===== config.mk =====
export PLATFORM = sky130hd
export DESIGN_NAME = byte_ring_fifo
export DESIGN_NICKNAME = d
export VERILOG_FILES = /design/src/hdl/brf_pkg.sv /design/src/hdl/brf_ram.sv /design/src/hdl/brf_front.sv /design/src/hdl/brf_back.sv /design/src/hdl/byte_ring_fifo.sv
export SDC_FILE = /design/constraint.sdc
export NUM_CORES = 2
export LEC_CHECK = 0
export BUFFER_PORTS_ARGS = -buffer_cell sky130_fd_sc_hd__buf_4
export CAP_MARGIN = 0
export CORE_ASPECT_RATIO = 2
export CORE_UTILIZATION = 30
export DETAILED_ROUTE_END_ITERATION = 12
export GPL_TIMING_DRIVEN = 0
export PLACE_DENSITY_LB_ADDON = 0.3
export RECOVER_POWER = 50
export SYNTH_ARGS = -nofsm -noshare
export SYNTH_HDL_FRONTEND = slang
export SYNTH_SLANG_ARGS = --single-unit

===== constraint.sdc =====
create_clock -name clk -period 13.34 [get_ports clk]
set_input_delay 0 -clock clk [delete_from_list [all_inputs] [get_ports clk]]
set_output_delay 0 -clock clk [all_outputs]
set_load 0.01 [all_outputs]

===== src/hdl/brf_pkg.sv =====
`timescale 1ns / 1ps
// ----------------------------------------------------------------------------
// brf_pkg
// Shared types and constants of the byte ring FIFO: store geometry, field
// widths, request codes, the command that travels from front to back, and
// the result record.
// ----------------------------------------------------------------------------
package brf_pkg;

  localparam int STORE_DEPTH = 256;
  localparam int PTR_W       = $clog2(STORE_DEPTH);
  localparam int DATA_W      = 8;
  localparam int CNT_W       = 7;
  localparam int LVL_W       = 9;
  localparam int REQ_W       = 3;

  localparam logic [CNT_W-1:0] MAX_COUNT = CNT_W'(64);
  localparam logic [LVL_W-1:0] CAP_MAX   = LVL_W'(STORE_DEPTH);

  // Command queue between the front and the back.
  localparam int QUEUE_DEPTH = 2;
  localparam int QIDX_W      = $clog2(QUEUE_DEPTH);

  // Request codes as they arrive on the input channel.
  localparam logic [REQ_W-1:0] REQ_CLEAR    = 3'd0;
  localparam logic [REQ_W-1:0] REQ_PUT      = 3'd1;
  localparam logic [REQ_W-1:0] REQ_READ     = 3'd2;
  localparam logic [REQ_W-1:0] REQ_DROP_OLD = 3'd3;
  localparam logic [REQ_W-1:0] REQ_DROP_NEW = 3'd4;

  typedef enum logic [2:0] {
    OP_CLEAR,
    OP_PUT,
    OP_READ,
    OP_DROP_OLD,
    OP_DROP_NEW,
    OP_NOP
  } op_t;

  typedef struct packed {
    op_t               op;
    logic [DATA_W-1:0] data;
    logic [CNT_W-1:0]  count;
    logic              strict;
  } cmd_t;

  typedef struct packed {
    logic [DATA_W-1:0] data_out;
    logic              data_valid;
    logic              last;
    logic [CNT_W-1:0]  done_count;
    logic [LVL_W-1:0]  fill_level;
    logic [LVL_W-1:0]  free_space;
  } res_t;

endpackage


===== src/hdl/brf_ram.sv =====
`timescale 1ns / 1ps
// ----------------------------------------------------------------------------
// brf_ram
// Generic single-write, single-read RAM with a registered read port. The
// read data holds while no read is enabled.
// ----------------------------------------------------------------------------
module brf_ram #(
  parameter int WIDTH = 8,
  parameter int DEPTH = 256
) (
  input  logic                     clk,
  input  logic                     we,
  input  logic [$clog2(DEPTH)-1:0] waddr,
  input  logic [WIDTH-1:0]         wdata,
  input  logic                     re,
  input  logic [$clog2(DEPTH)-1:0] raddr,
  output logic [WIDTH-1:0]         rdata
);

  logic [WIDTH-1:0] mem [DEPTH];

  always_ff @(posedge clk) begin
    if (we) begin
      mem[waddr] <= wdata;
    end
    if (re) begin
      rdata <= mem[raddr];
    end
  end

endmodule


===== src/hdl/brf_front.sv =====
`timescale 1ns / 1ps
// ----------------------------------------------------------------------------
// brf_front
// Accepts requests, decodes the request type, saturates the count and
// holds the resulting commands in a short queue for the back end.
// ----------------------------------------------------------------------------
module brf_front (
  input  logic                       clk,
  input  logic                       rst_n,
  input  logic                       in_valid,
  output logic                       in_stall,
  input  logic [brf_pkg::REQ_W-1:0]  in_req_type,
  input  logic [brf_pkg::DATA_W-1:0] in_data_byte,
  input  logic [brf_pkg::CNT_W-1:0]  in_count,
  input  logic                       in_strict,
  output logic                       cmd_valid,
  output brf_pkg::cmd_t              cmd,
  input  logic                       cmd_take
);

  brf_pkg::cmd_t               q_r [brf_pkg::QUEUE_DEPTH];
  brf_pkg::cmd_t               new_cmd;
  logic [brf_pkg::QIDX_W-1:0]  wr_idx_r, wr_idx_nxt;
  logic [brf_pkg::QIDX_W-1:0]  rd_idx_r, rd_idx_nxt;
  logic [brf_pkg::QIDX_W:0]    fill_r, fill_nxt;
  logic                        accept;

  // Decode the request and clamp the count.
  always_comb begin
    unique case (in_req_type)
      brf_pkg::REQ_CLEAR:    new_cmd.op = brf_pkg::OP_CLEAR;
      brf_pkg::REQ_PUT:      new_cmd.op = brf_pkg::OP_PUT;
      brf_pkg::REQ_READ:     new_cmd.op = brf_pkg::OP_READ;
      brf_pkg::REQ_DROP_OLD: new_cmd.op = brf_pkg::OP_DROP_OLD;
      brf_pkg::REQ_DROP_NEW: new_cmd.op = brf_pkg::OP_DROP_NEW;
      default:               new_cmd.op = brf_pkg::OP_NOP;
    endcase
    new_cmd.data   = in_data_byte;
    new_cmd.count  = (in_count > brf_pkg::MAX_COUNT) ? brf_pkg::MAX_COUNT : in_count;
    new_cmd.strict = in_strict;
  end

  assign in_stall  = (fill_r == (brf_pkg::QIDX_W + 1)'(brf_pkg::QUEUE_DEPTH));
  assign accept    = in_valid && !in_stall;
  assign cmd_valid = (fill_r != '0);
  assign cmd       = q_r[rd_idx_r];

  always_comb begin
    wr_idx_nxt = accept ? wr_idx_r + brf_pkg::QIDX_W'(1) : wr_idx_r;
    rd_idx_nxt = cmd_take ? rd_idx_r + brf_pkg::QIDX_W'(1) : rd_idx_r;
    fill_nxt   = fill_r;
    if (accept && !cmd_take) begin
      fill_nxt = fill_r + (brf_pkg::QIDX_W + 1)'(1);
    end else if (!accept && cmd_take) begin
      fill_nxt = fill_r - (brf_pkg::QIDX_W + 1)'(1);
    end
  end

  always_ff @(posedge clk) begin
    if (accept) begin
      q_r[wr_idx_r] <= new_cmd;
    end
    if (!rst_n) begin
      wr_idx_r <= '0;
      rd_idx_r <= '0;
      fill_r   <= '0;
    end else begin
      wr_idx_r <= wr_idx_nxt;
      rd_idx_r <= rd_idx_nxt;
      fill_r   <= fill_nxt;
    end
  end

endmodule


===== src/hdl/brf_back.sv =====
`timescale 1ns / 1ps
// ----------------------------------------------------------------------------
// brf_back
// Executes queued commands against the circular store: keeps the pointers
// and the occupancy, moves one byte per cycle for puts and, while the result
// channel does not stall, for reads, and drives the registered result channel.
// ----------------------------------------------------------------------------
module brf_back (
  input  logic                      clk,
  input  logic                      rst_n,
  input  logic [brf_pkg::LVL_W-1:0] cap,
  input  logic                      cfg_clear,
  input  logic                      cmd_valid,
  input  brf_pkg::cmd_t             cmd,
  output logic                      cmd_take,
  output logic                      res_valid,
  output brf_pkg::res_t             res,
  input  logic                      res_stall
);

  typedef enum logic [1:0] {
    ST_IDLE,
    ST_PUT,
    ST_READ,
    ST_EMIT
  } state_t;

  localparam int PTR_W = brf_pkg::PTR_W;
  localparam int LVL_W = brf_pkg::LVL_W;
  localparam int CNT_W = brf_pkg::CNT_W;

  state_t                      state_r, state_nxt;
  logic [PTR_W-1:0]            wr_ptr_r, wr_ptr_nxt;
  logic [PTR_W-1:0]            rd_ptr_r, rd_ptr_nxt;
  logic [LVL_W-1:0]            occ_r, occ_nxt;
  logic [CNT_W-1:0]            rem_r, rem_nxt;
  logic [CNT_W-1:0]            done_r, done_nxt;
  logic [brf_pkg::DATA_W-1:0]  put_byte_r, put_byte_nxt;
  logic                        pend_r, pend_nxt;
  brf_pkg::res_t               pend_meta_r, pend_meta_nxt;
  logic                        out_valid_r, out_valid_nxt;
  brf_pkg::res_t               out_res_r, out_res_nxt;

  logic [LVL_W-1:0]            free;
  logic [LVL_W-1:0]            cnt_ext;
  logic [CNT_W-1:0]            clamp_occ;
  logic [CNT_W-1:0]            put_n;
  logic [CNT_W-1:0]            read_n;
  logic [PTR_W-1:0]            rd_inc, wr_inc;
  logic [LVL_W-1:0]            old_sum, new_sum;
  logic [PTR_W-1:0]            drop_old_ptr, drop_new_ptr;
  logic                        out_free, load_pend, start, issue;
  logic                        ram_we, ram_re;
  logic [brf_pkg::DATA_W-1:0]  ram_rdata;
  logic [LVL_W-1:0]            occ_dec;

  brf_ram #(
    .WIDTH (brf_pkg::DATA_W),
    .DEPTH (brf_pkg::STORE_DEPTH)
  ) u_store (
    .clk   (clk),
    .we    (ram_we),
    .waddr (wr_ptr_r),
    .wdata (put_byte_r),
    .re    (ram_re),
    .raddr (rd_ptr_r),
    .rdata (ram_rdata)
  );

  // Sizes of the current head command against the present fill state.
  always_comb begin
    free      = cap - occ_r;
    cnt_ext   = {2'b00, cmd.count};
    clamp_occ = (cnt_ext < occ_r) ? cmd.count : occ_r[CNT_W-1:0];
    if (cmd.strict && (free < cnt_ext)) begin
      put_n = '0;
    end else begin
      put_n = (cnt_ext < free) ? cmd.count : free[CNT_W-1:0];
    end
    if (cmd.strict && (occ_r < cnt_ext)) begin
      read_n = '0;
    end else begin
      read_n = clamp_occ;
    end
  end

  // Pointer arithmetic, wrapping at the effective capacity.
  always_comb begin
    rd_inc  = (({1'b0, rd_ptr_r} + LVL_W'(1)) == cap) ? '0 : rd_ptr_r + PTR_W'(1);
    wr_inc  = (({1'b0, wr_ptr_r} + LVL_W'(1)) == cap) ? '0 : wr_ptr_r + PTR_W'(1);
    old_sum = {1'b0, rd_ptr_r} + {2'b00, clamp_occ};
    if (old_sum >= cap) begin
      old_sum = old_sum - cap;
    end
    drop_old_ptr = old_sum[PTR_W-1:0];
    if ({1'b0, wr_ptr_r} < {2'b00, clamp_occ}) begin
      new_sum = {1'b0, wr_ptr_r} + cap - {2'b00, clamp_occ};
    end else begin
      new_sum = {1'b0, wr_ptr_r} - {2'b00, clamp_occ};
    end
    drop_new_ptr = new_sum[PTR_W-1:0];
  end

  assign out_free  = !out_valid_r || !res_stall;
  assign load_pend = pend_r && out_free;
  assign start     = (state_r == ST_IDLE) && !pend_r && cmd_valid;
  assign issue     = (state_r == ST_READ) && (!pend_r || load_pend);
  assign cmd_take  = start;
  assign ram_we    = (state_r == ST_PUT);
  assign ram_re    = issue;
  assign occ_dec   = occ_r - LVL_W'(1);
  assign res_valid = out_valid_r;
  assign res       = out_res_r;

  always_comb begin
    state_nxt     = state_r;
    wr_ptr_nxt    = wr_ptr_r;
    rd_ptr_nxt    = rd_ptr_r;
    occ_nxt       = occ_r;
    rem_nxt       = rem_r;
    done_nxt      = done_r;
    put_byte_nxt  = put_byte_r;
    pend_meta_nxt = pend_meta_r;

    unique case (state_r)
      ST_IDLE: begin
        if (start) begin
          done_nxt  = '0;
          state_nxt = ST_EMIT;
          case (cmd.op)
            brf_pkg::OP_CLEAR: begin
              wr_ptr_nxt = '0;
              rd_ptr_nxt = '0;
              occ_nxt    = '0;
            end
            brf_pkg::OP_PUT: begin
              put_byte_nxt = cmd.data;
              rem_nxt      = put_n;
              if (put_n != '0) begin
                state_nxt = ST_PUT;
              end
            end
            brf_pkg::OP_READ: begin
              rem_nxt = read_n;
              if (read_n != '0) begin
                state_nxt = ST_READ;
              end
            end
            brf_pkg::OP_DROP_OLD: begin
              rd_ptr_nxt = drop_old_ptr;
              occ_nxt    = occ_r - {2'b00, clamp_occ};
              done_nxt   = clamp_occ;
            end
            brf_pkg::OP_DROP_NEW: begin
              wr_ptr_nxt = drop_new_ptr;
              occ_nxt    = occ_r - {2'b00, clamp_occ};
              done_nxt   = clamp_occ;
            end
            default: begin
              done_nxt = '0;
            end
          endcase
        end
      end
      ST_PUT: begin
        wr_ptr_nxt = wr_inc;
        occ_nxt    = occ_r + LVL_W'(1);
        done_nxt   = done_r + CNT_W'(1);
        rem_nxt    = rem_r - CNT_W'(1);
        if (rem_r == CNT_W'(1)) begin
          state_nxt = ST_EMIT;
        end
      end
      ST_READ: begin
        if (issue) begin
          rd_ptr_nxt               = rd_inc;
          occ_nxt                  = occ_dec;
          done_nxt                 = done_r + CNT_W'(1);
          rem_nxt                  = rem_r - CNT_W'(1);
          pend_meta_nxt.data_out   = '0;
          pend_meta_nxt.data_valid = 1'b1;
          pend_meta_nxt.last       = (rem_r == CNT_W'(1));
          pend_meta_nxt.done_count = done_r + CNT_W'(1);
          pend_meta_nxt.fill_level = occ_dec;
          pend_meta_nxt.free_space = cap - occ_dec;
          if (rem_r == CNT_W'(1)) begin
            state_nxt = ST_IDLE;
          end
        end
      end
      ST_EMIT: begin
        if (out_free) begin
          state_nxt = ST_IDLE;
        end
      end
    endcase

    // A capacity write restarts the FIFO empty.
    if (cfg_clear) begin
      wr_ptr_nxt = '0;
      rd_ptr_nxt = '0;
      occ_nxt    = '0;
    end
  end

  always_comb begin
    pend_nxt = issue ? 1'b1 : (load_pend ? 1'b0 : pend_r);
    out_res_nxt   = out_res_r;
    out_valid_nxt = out_valid_r && res_stall;
    if (load_pend) begin
      out_res_nxt          = pend_meta_r;
      out_res_nxt.data_out = ram_rdata;
      out_valid_nxt        = 1'b1;
    end else if ((state_r == ST_EMIT) && out_free) begin
      out_res_nxt.data_out   = '0;
      out_res_nxt.data_valid = 1'b0;
      out_res_nxt.last       = 1'b1;
      out_res_nxt.done_count = done_r;
      out_res_nxt.fill_level = occ_r;
      out_res_nxt.free_space = cap - occ_r;
      out_valid_nxt          = 1'b1;
    end
  end

  always_ff @(posedge clk) begin
    rem_r       <= rem_nxt;
    done_r      <= done_nxt;
    put_byte_r  <= put_byte_nxt;
    pend_meta_r <= pend_meta_nxt;
    out_res_r   <= out_res_nxt;
    if (!rst_n) begin
      state_r     <= ST_IDLE;
      wr_ptr_r    <= '0;
      rd_ptr_r    <= '0;
      occ_r       <= '0;
      pend_r      <= 1'b0;
      out_valid_r <= 1'b0;
    end else begin
      state_r     <= state_nxt;
      wr_ptr_r    <= wr_ptr_nxt;
      rd_ptr_r    <= rd_ptr_nxt;
      occ_r       <= occ_nxt;
      pend_r      <= pend_nxt;
      out_valid_r <= out_valid_nxt;
    end
  end

endmodule


===== src/hdl/byte_ring_fifo.sv =====
`timescale 1ns / 1ps
// ----------------------------------------------------------------------------
// byte_ring_fifo
// Byte FIFO in a 256-entry circular store with a programmable wrap point,
// driven by clear, put, read and drop requests.
// ----------------------------------------------------------------------------
// Each request on the input channel is decoded by a front end and placed in
// a two-entry command queue; a back end then carries it out against a
// single-port-write, single-port-read store. A put writes its byte once per
// cycle, for its count clamped to the free space, before its single result
// appears. A read pops one byte per cycle when the result channel does not
// stall, giving one result per byte, the last one marked; with the back end
// idle, the first byte passes from the accepted request through the command
// queue, the back end state register, the registered store read and the
// result register. Clear, both drops and an unknown request type finish
// with a single result. The store's one write port and one read port set
// the rate of one byte per cycle, for reads while the result channel does
// not stall. The capacity register (address 0) sets the wrap point; 0 acts
// as 1 and values above 256 act as 256. Writing it empties the FIFO but
// keeps the stored bytes, and it must only be written while the block is
// idle. Every result carries the fill level and free space left after it,
// and a strict put or read either handles its whole count or does nothing.
// ----------------------------------------------------------------------------
module byte_ring_fifo (
  input  logic                       clk,
  input  logic                       rst_n,

  // Request channel.
  input  logic                       in_valid,
  output logic                       in_stall,
  input  logic [brf_pkg::REQ_W-1:0]  in_req_type,
  input  logic [brf_pkg::DATA_W-1:0] in_data_byte,
  input  logic [brf_pkg::CNT_W-1:0]  in_count,
  input  logic                       in_strict,

  // Result channel.
  output logic                       out_valid,
  input  logic                       out_stall,
  output logic [brf_pkg::DATA_W-1:0] out_data_out,
  output logic                       out_data_valid,
  output logic                       out_last,
  output logic [brf_pkg::CNT_W-1:0]  out_done_count,
  output logic [brf_pkg::LVL_W-1:0]  out_fill_level,
  output logic [brf_pkg::LVL_W-1:0]  out_free_space,

  // Configuration port.
  input  logic                       psel,
  input  logic                       penable,
  input  logic                       pwrite,
  input  logic [2:0]                 paddr,
  input  logic [31:0]                pwdata,
  output logic [31:0]                prdata,
  output logic                       pready
);

  localparam int LVL_W = brf_pkg::LVL_W;

  logic [LVL_W-1:0] capacity_r, capacity_nxt;
  logic [LVL_W-1:0] cap_eff;
  logic             cfg_write;
  logic             cfg_clear;
  logic             cmd_valid;
  logic             cmd_take;
  brf_pkg::cmd_t    cmd;
  logic             res_valid;
  brf_pkg::res_t    res;

  // The port never waits. Only one register exists; addresses with bit 2
  // set lie beyond it, so writes there are ignored and reads return zero.
  assign pready    = 1'b1;
  assign cfg_write = psel && penable && pwrite && pready;
  assign cfg_clear = cfg_write && (paddr[2] == 1'b0);
  assign prdata    = (paddr[2] == 1'b0) ? {23'd0, capacity_r} : 32'd0;

  assign capacity_nxt = cfg_clear ? pwdata[LVL_W-1:0] : capacity_r;

  // Effective capacity: zero behaves as one, anything above the store
  // depth behaves as the full store.
  always_comb begin
    if (capacity_r == '0) begin
      cap_eff = LVL_W'(1);
    end else if (capacity_r > brf_pkg::CAP_MAX) begin
      cap_eff = brf_pkg::CAP_MAX;
    end else begin
      cap_eff = capacity_r;
    end
  end

  always_ff @(posedge clk) begin
    if (!rst_n) begin
      capacity_r <= brf_pkg::CAP_MAX;
    end else begin
      capacity_r <= capacity_nxt;
    end
  end

  // Front end: takes requests and queues decoded commands.
  brf_front u_front (
    .clk          (clk),
    .rst_n        (rst_n),
    .in_valid     (in_valid),
    .in_stall     (in_stall),
    .in_req_type  (in_req_type),
    .in_data_byte (in_data_byte),
    .in_count     (in_count),
    .in_strict    (in_strict),
    .cmd_valid    (cmd_valid),
    .cmd          (cmd),
    .cmd_take     (cmd_take)
  );

  // Back end: owns the store, the pointers and the result register.
  brf_back u_back (
    .clk       (clk),
    .rst_n     (rst_n),
    .cap       (cap_eff),
    .cfg_clear (cfg_clear),
    .cmd_valid (cmd_valid),
    .cmd       (cmd),
    .cmd_take  (cmd_take),
    .res_valid (res_valid),
    .res       (res),
    .res_stall (out_stall)
  );

  assign out_valid      = res_valid;
  assign out_data_out   = res.data_out;
  assign out_data_valid = res.data_valid;
  assign out_last       = res.last;
  assign out_done_count = res.done_count;
  assign out_fill_level = res.fill_level;
  assign out_free_space = res.free_space;

`ifndef NO_ASSERTIONS
  // Fill level and free space always add up to the effective capacity.
  a_level_sum: assert property (@(posedge clk) disable iff (!rst_n)
    out_valid |-> (({1'b0, out_fill_level} + {1'b0, out_free_space}) == {1'b0, cap_eff}))
    else $error("fill level and free space do not add up to capacity");

  // A result without a popped byte is a single, final, zero-data result.
  a_status_result: assert property (@(posedge clk) disable iff (!rst_n)
    (out_valid && !out_data_valid) |-> (out_last && (out_data_out == '0)))
    else $error("status result is not final or carries data");

  // Every popped byte counts itself in the running total.
  a_pop_counted: assert property (@(posedge clk) disable iff (!rst_n)
    (out_valid && out_data_valid) |-> (out_done_count != '0))
    else $error("popped byte reported with zero done count");
`endif

endmodule

==> results.toml <==
[clock_network]
cts_sinks = 2220
htreeDepth = 4
cts_setup_buffers = 0
clk_path_buf_depth = 4
root_buffer = "clkbuf_16"
clock_latency_ns = 0.91
cts.reportedPaths.clkPinSlew_ns = 0.07
numCtsBuffers = 185
cts_tree = "yes"

[yosys]
synth-edff-count = 2177
synth_warnings = 0
synth_seq_area_share_pct = 73.2
synth_area_leaders = "edfxtp_1, mux4_2, nor2_1"
synth_top_area_share_pct = 72.3
synth_top_flop_cell = "edfxtp_1"
netlist_instances = 4788
syn-cell-area_um2 = 90500
ys_types = 83
async_flop_share_pct = 0
synth-seq-cells = 2220
avgSynthCellArea_um2 = 18.9
synth_area_leader_cell = "edfxtp_1"

[final_layout]
fillers = 28162
area_growth_pct = 14.6
drive_above_1_share_pct = 20.7
multi_input_area_um2 = 22600
design_area_um2 = 104000
fin_nets = 5415
mostFrequentLayoutCell = "edfxtp_1"
layout_common_cells = "edfxtp_1, mux4_2, nor2_1"
finalCoreUtilization_pct = 34.6
regArea_um2 = 66200

[sta]
fin_worst_skew_ns = 0.0693
fmax_mhz = 127
hold_violations = 0
setup_viol = 0
final.setup.tns_ns = 0
period_share_pct = 59.2
finalMaxSlewViolations = 271
slew-limit-headroom_pct = -21.9
post-route-min-period_ns = 7.89
rsz0062_at_grt = "no"
tightest_slew_ns = 1.83
postLayoutSetupSlackWorst_ns = 5.45

[floorplan]
die-height_um = 779
dieArea_um2 = 304000
rows = 284
die_x_um = 390
start_util_pct = 30.2
fp.coreArea_um2 = 300000
pin_count = 131

[grt]
grt_pass1_wl_um = 471000
grt_pass1_vias = 52195
grt_use_total_pct = 23.4
antenna_found_initial = 18
globalRouteOverflowTotal = 0
grt_max_degree = 37

[detailed_routing]
drc_errors = 0
num_vias = 51605
drtPass1Iterations = 8
avgRoutedWirePerCell_um = 38.1
post_drt_via_cell_ratio = 5.47
drt_iter0_markers = 5621
antenna_left = 0
drt_wl_total_um = 359000

[pwr]
totalPowerFinal_w = 0.0196
irDropWorstVdd_mv = 0.106
powerDensity_nw_per_um2 = 189
power_leakage_nw = 31.7

[worst_setup_path]
crit_top_cell = "a21oi_1"
ff2ff_path_depth = 23
worst_setup_path_start_kind = "flip-flop"
crit_type = "reg -> reg"
cp_data_required_time_ns = 14.09
max_stage_delay_ns = 0.98
crit_cells = 23
endpoint_kind = "flip-flop"
path_cells = "clkbuf_1, clkbuf_1, mux2i_1, ha_1, nand4_1, nor4_1, a21oi_2, or2_2, and2_1, inv_1, fa_1, nor2b_1, o21ai_0, a21oi_1, ha_1, nand3_1, o21bai_1, nand3_1, a31oi_1, o21ai_1, mux2_2, a21oi_1, a21oi_1"
cp_slowest_cell = "mux2i_1"
crit_fanout = 10
crit_buf_inv = 3
worstPathArrival_ns = 8.65
crit_family = "compound AO/OA/AOI/OAI gates"

[placed_design]
pre_cts_ws_ns = 5.76
place_congestion = 1.01
dp_hpwl_um = 264000
place_area_um2 = 99100
io_buffers = 81

[outcome]
outcome = "finished with violations"
violations = "capacitance limit, slew limit"

[hold_path]
holdPathStages = 3
hold_path_class = "in -> reg"

[flow_run]
maxCapViolations = 12
## logic make-up after synthesis
kind of cell    share of synthesized area (%)
fa+ha+maj                                1.44
compound gates                           3.89
simple gates                             4.24
flops                                    73.2
other cells                           0.00830
buf+inv                                  2.01
mux                                      14.4
xor+xnor                                0.755
## flip-flops by register name, summed over array words and instances, names as in the netlist, named ones only
register	flops
u_back.put_byte_r	8
u_back.u_store.rdata	8
u_back.wr_ptr_r	8
u_back.pend_r	1
u_front.rd_idx_r	1
u_back.rem_r	7
u_front.q_r	38
u_back.pend_meta_r	26
u_back.u_store.mem	2048
u_back.res	35
u_back.rd_ptr_r	8
u_front.wr_idx_r	1
u_back.occ_r	9
u_back.done_r	7
capacity_r	9
u_back.state_r	2
u_back.res_valid	1
u_front.fill_r	2
## routing by layer
metal  vias to the layer above  wire length, um  global-route usage, %
li1                      20311                -                      -
met1                     27043           101000                   20.8
met2                      3053           186000                   41.7
met3                      1194            25000                   4.65
met4                         4            47300                   25.4
met5                         -               26                 0.0158
## cells in the mapped netlist (33+ instances only)
master    count
a21oi_1      98
a22oi_1     105
buf_2        43
buf_4        52
clkbuf_1    162
dfxtp_1      43
edfxtp_1   2177
ha_1         83
inv_1        89
mux2i_1      69
mux4_2      537
nand2_1     234
nand3_1      86
nor2_1      342
nor2b_1      38
nor3_1       33
o21ai_0      79
xnor2_1      56
## power breakdown
group	leakage [nW]	internal [W]	switching (W)
clock network	2.90	0.00298	0.00265
registers	19.9	0.00794	0.0000965
logic	8.87	0.00197	0.00398
## path summary, 6_finish.rpt
kind	end	slack [ns]	start
max	u_back.rd_ptr_r[3]$_SDFFE_PP0P_	5.45	flip-flop
min reg2reg	u_back.res[25]$_SDFFCE_PN1P_	0.51	u_back.pend_meta_r[25]$_DFFE_PP_
min	u_front.q_r[1][1]$_DFFE_PP_	0.05	in_count[0]
max reg2reg	u_back.rd_ptr_r[3]$_SDFFE_PP0P_	5.45	flip-flop
## worst reg2reg max path, stage by stage, from the launching register on
cell and delay (ns):
dfxtp_1 0.31, clkbuf_1 0.52, clkbuf_1 0.54, mux2i_1 0.98
ha_1 0.42, nand4_1 0.09, nor4_1 0.06, a21oi_2 0.48
or2_2 0.23, and2_1 0.47, inv_1 0.32, fa_1 0.47
nor2b_1 0.17, o21ai_0 0.10, a21oi_1 0.29, ha_1 0.27
nand3_1 0.13, o21bai_1 0.18, nand3_1 0.13, a31oi_1 0.14
o21ai_1 0.76, mux2_2 0.47, a21oi_1 0.18, a21oi_1 0.08
## through the flow
stage	hold slack (ns)	cells
final	0.0463	9429
after global routing	0.0787	9411
after CTS	0.00800	9408
after detailed placement	0.192	9002
after global placement	0.190	8895
after floorplan	0.0989	4810
## layout make-up
class / count / area share, %
antenna: 20 / 0.0483
sequential: 2220 / 63.9
timing repair buffer: 262 / 1.82
clock buffer: 207 / 4.60
clock inverter: 126 / 1.15
multi-input combinational: 2208 / 21.8
buffer: 289 / 1.50
inverter: 93 / 0.337
tap: 4004 / 4.83
## repair_timing
item / 4_1_cts / 5_1_grt
endpoints found under the setup margin: 0 / 0
endpoints found under the hold margin: 135 / 0
resized for setup: 0 / 0
hold buffers: 73 / 0
No activity file was read; power rests on OpenSTA's default activity.
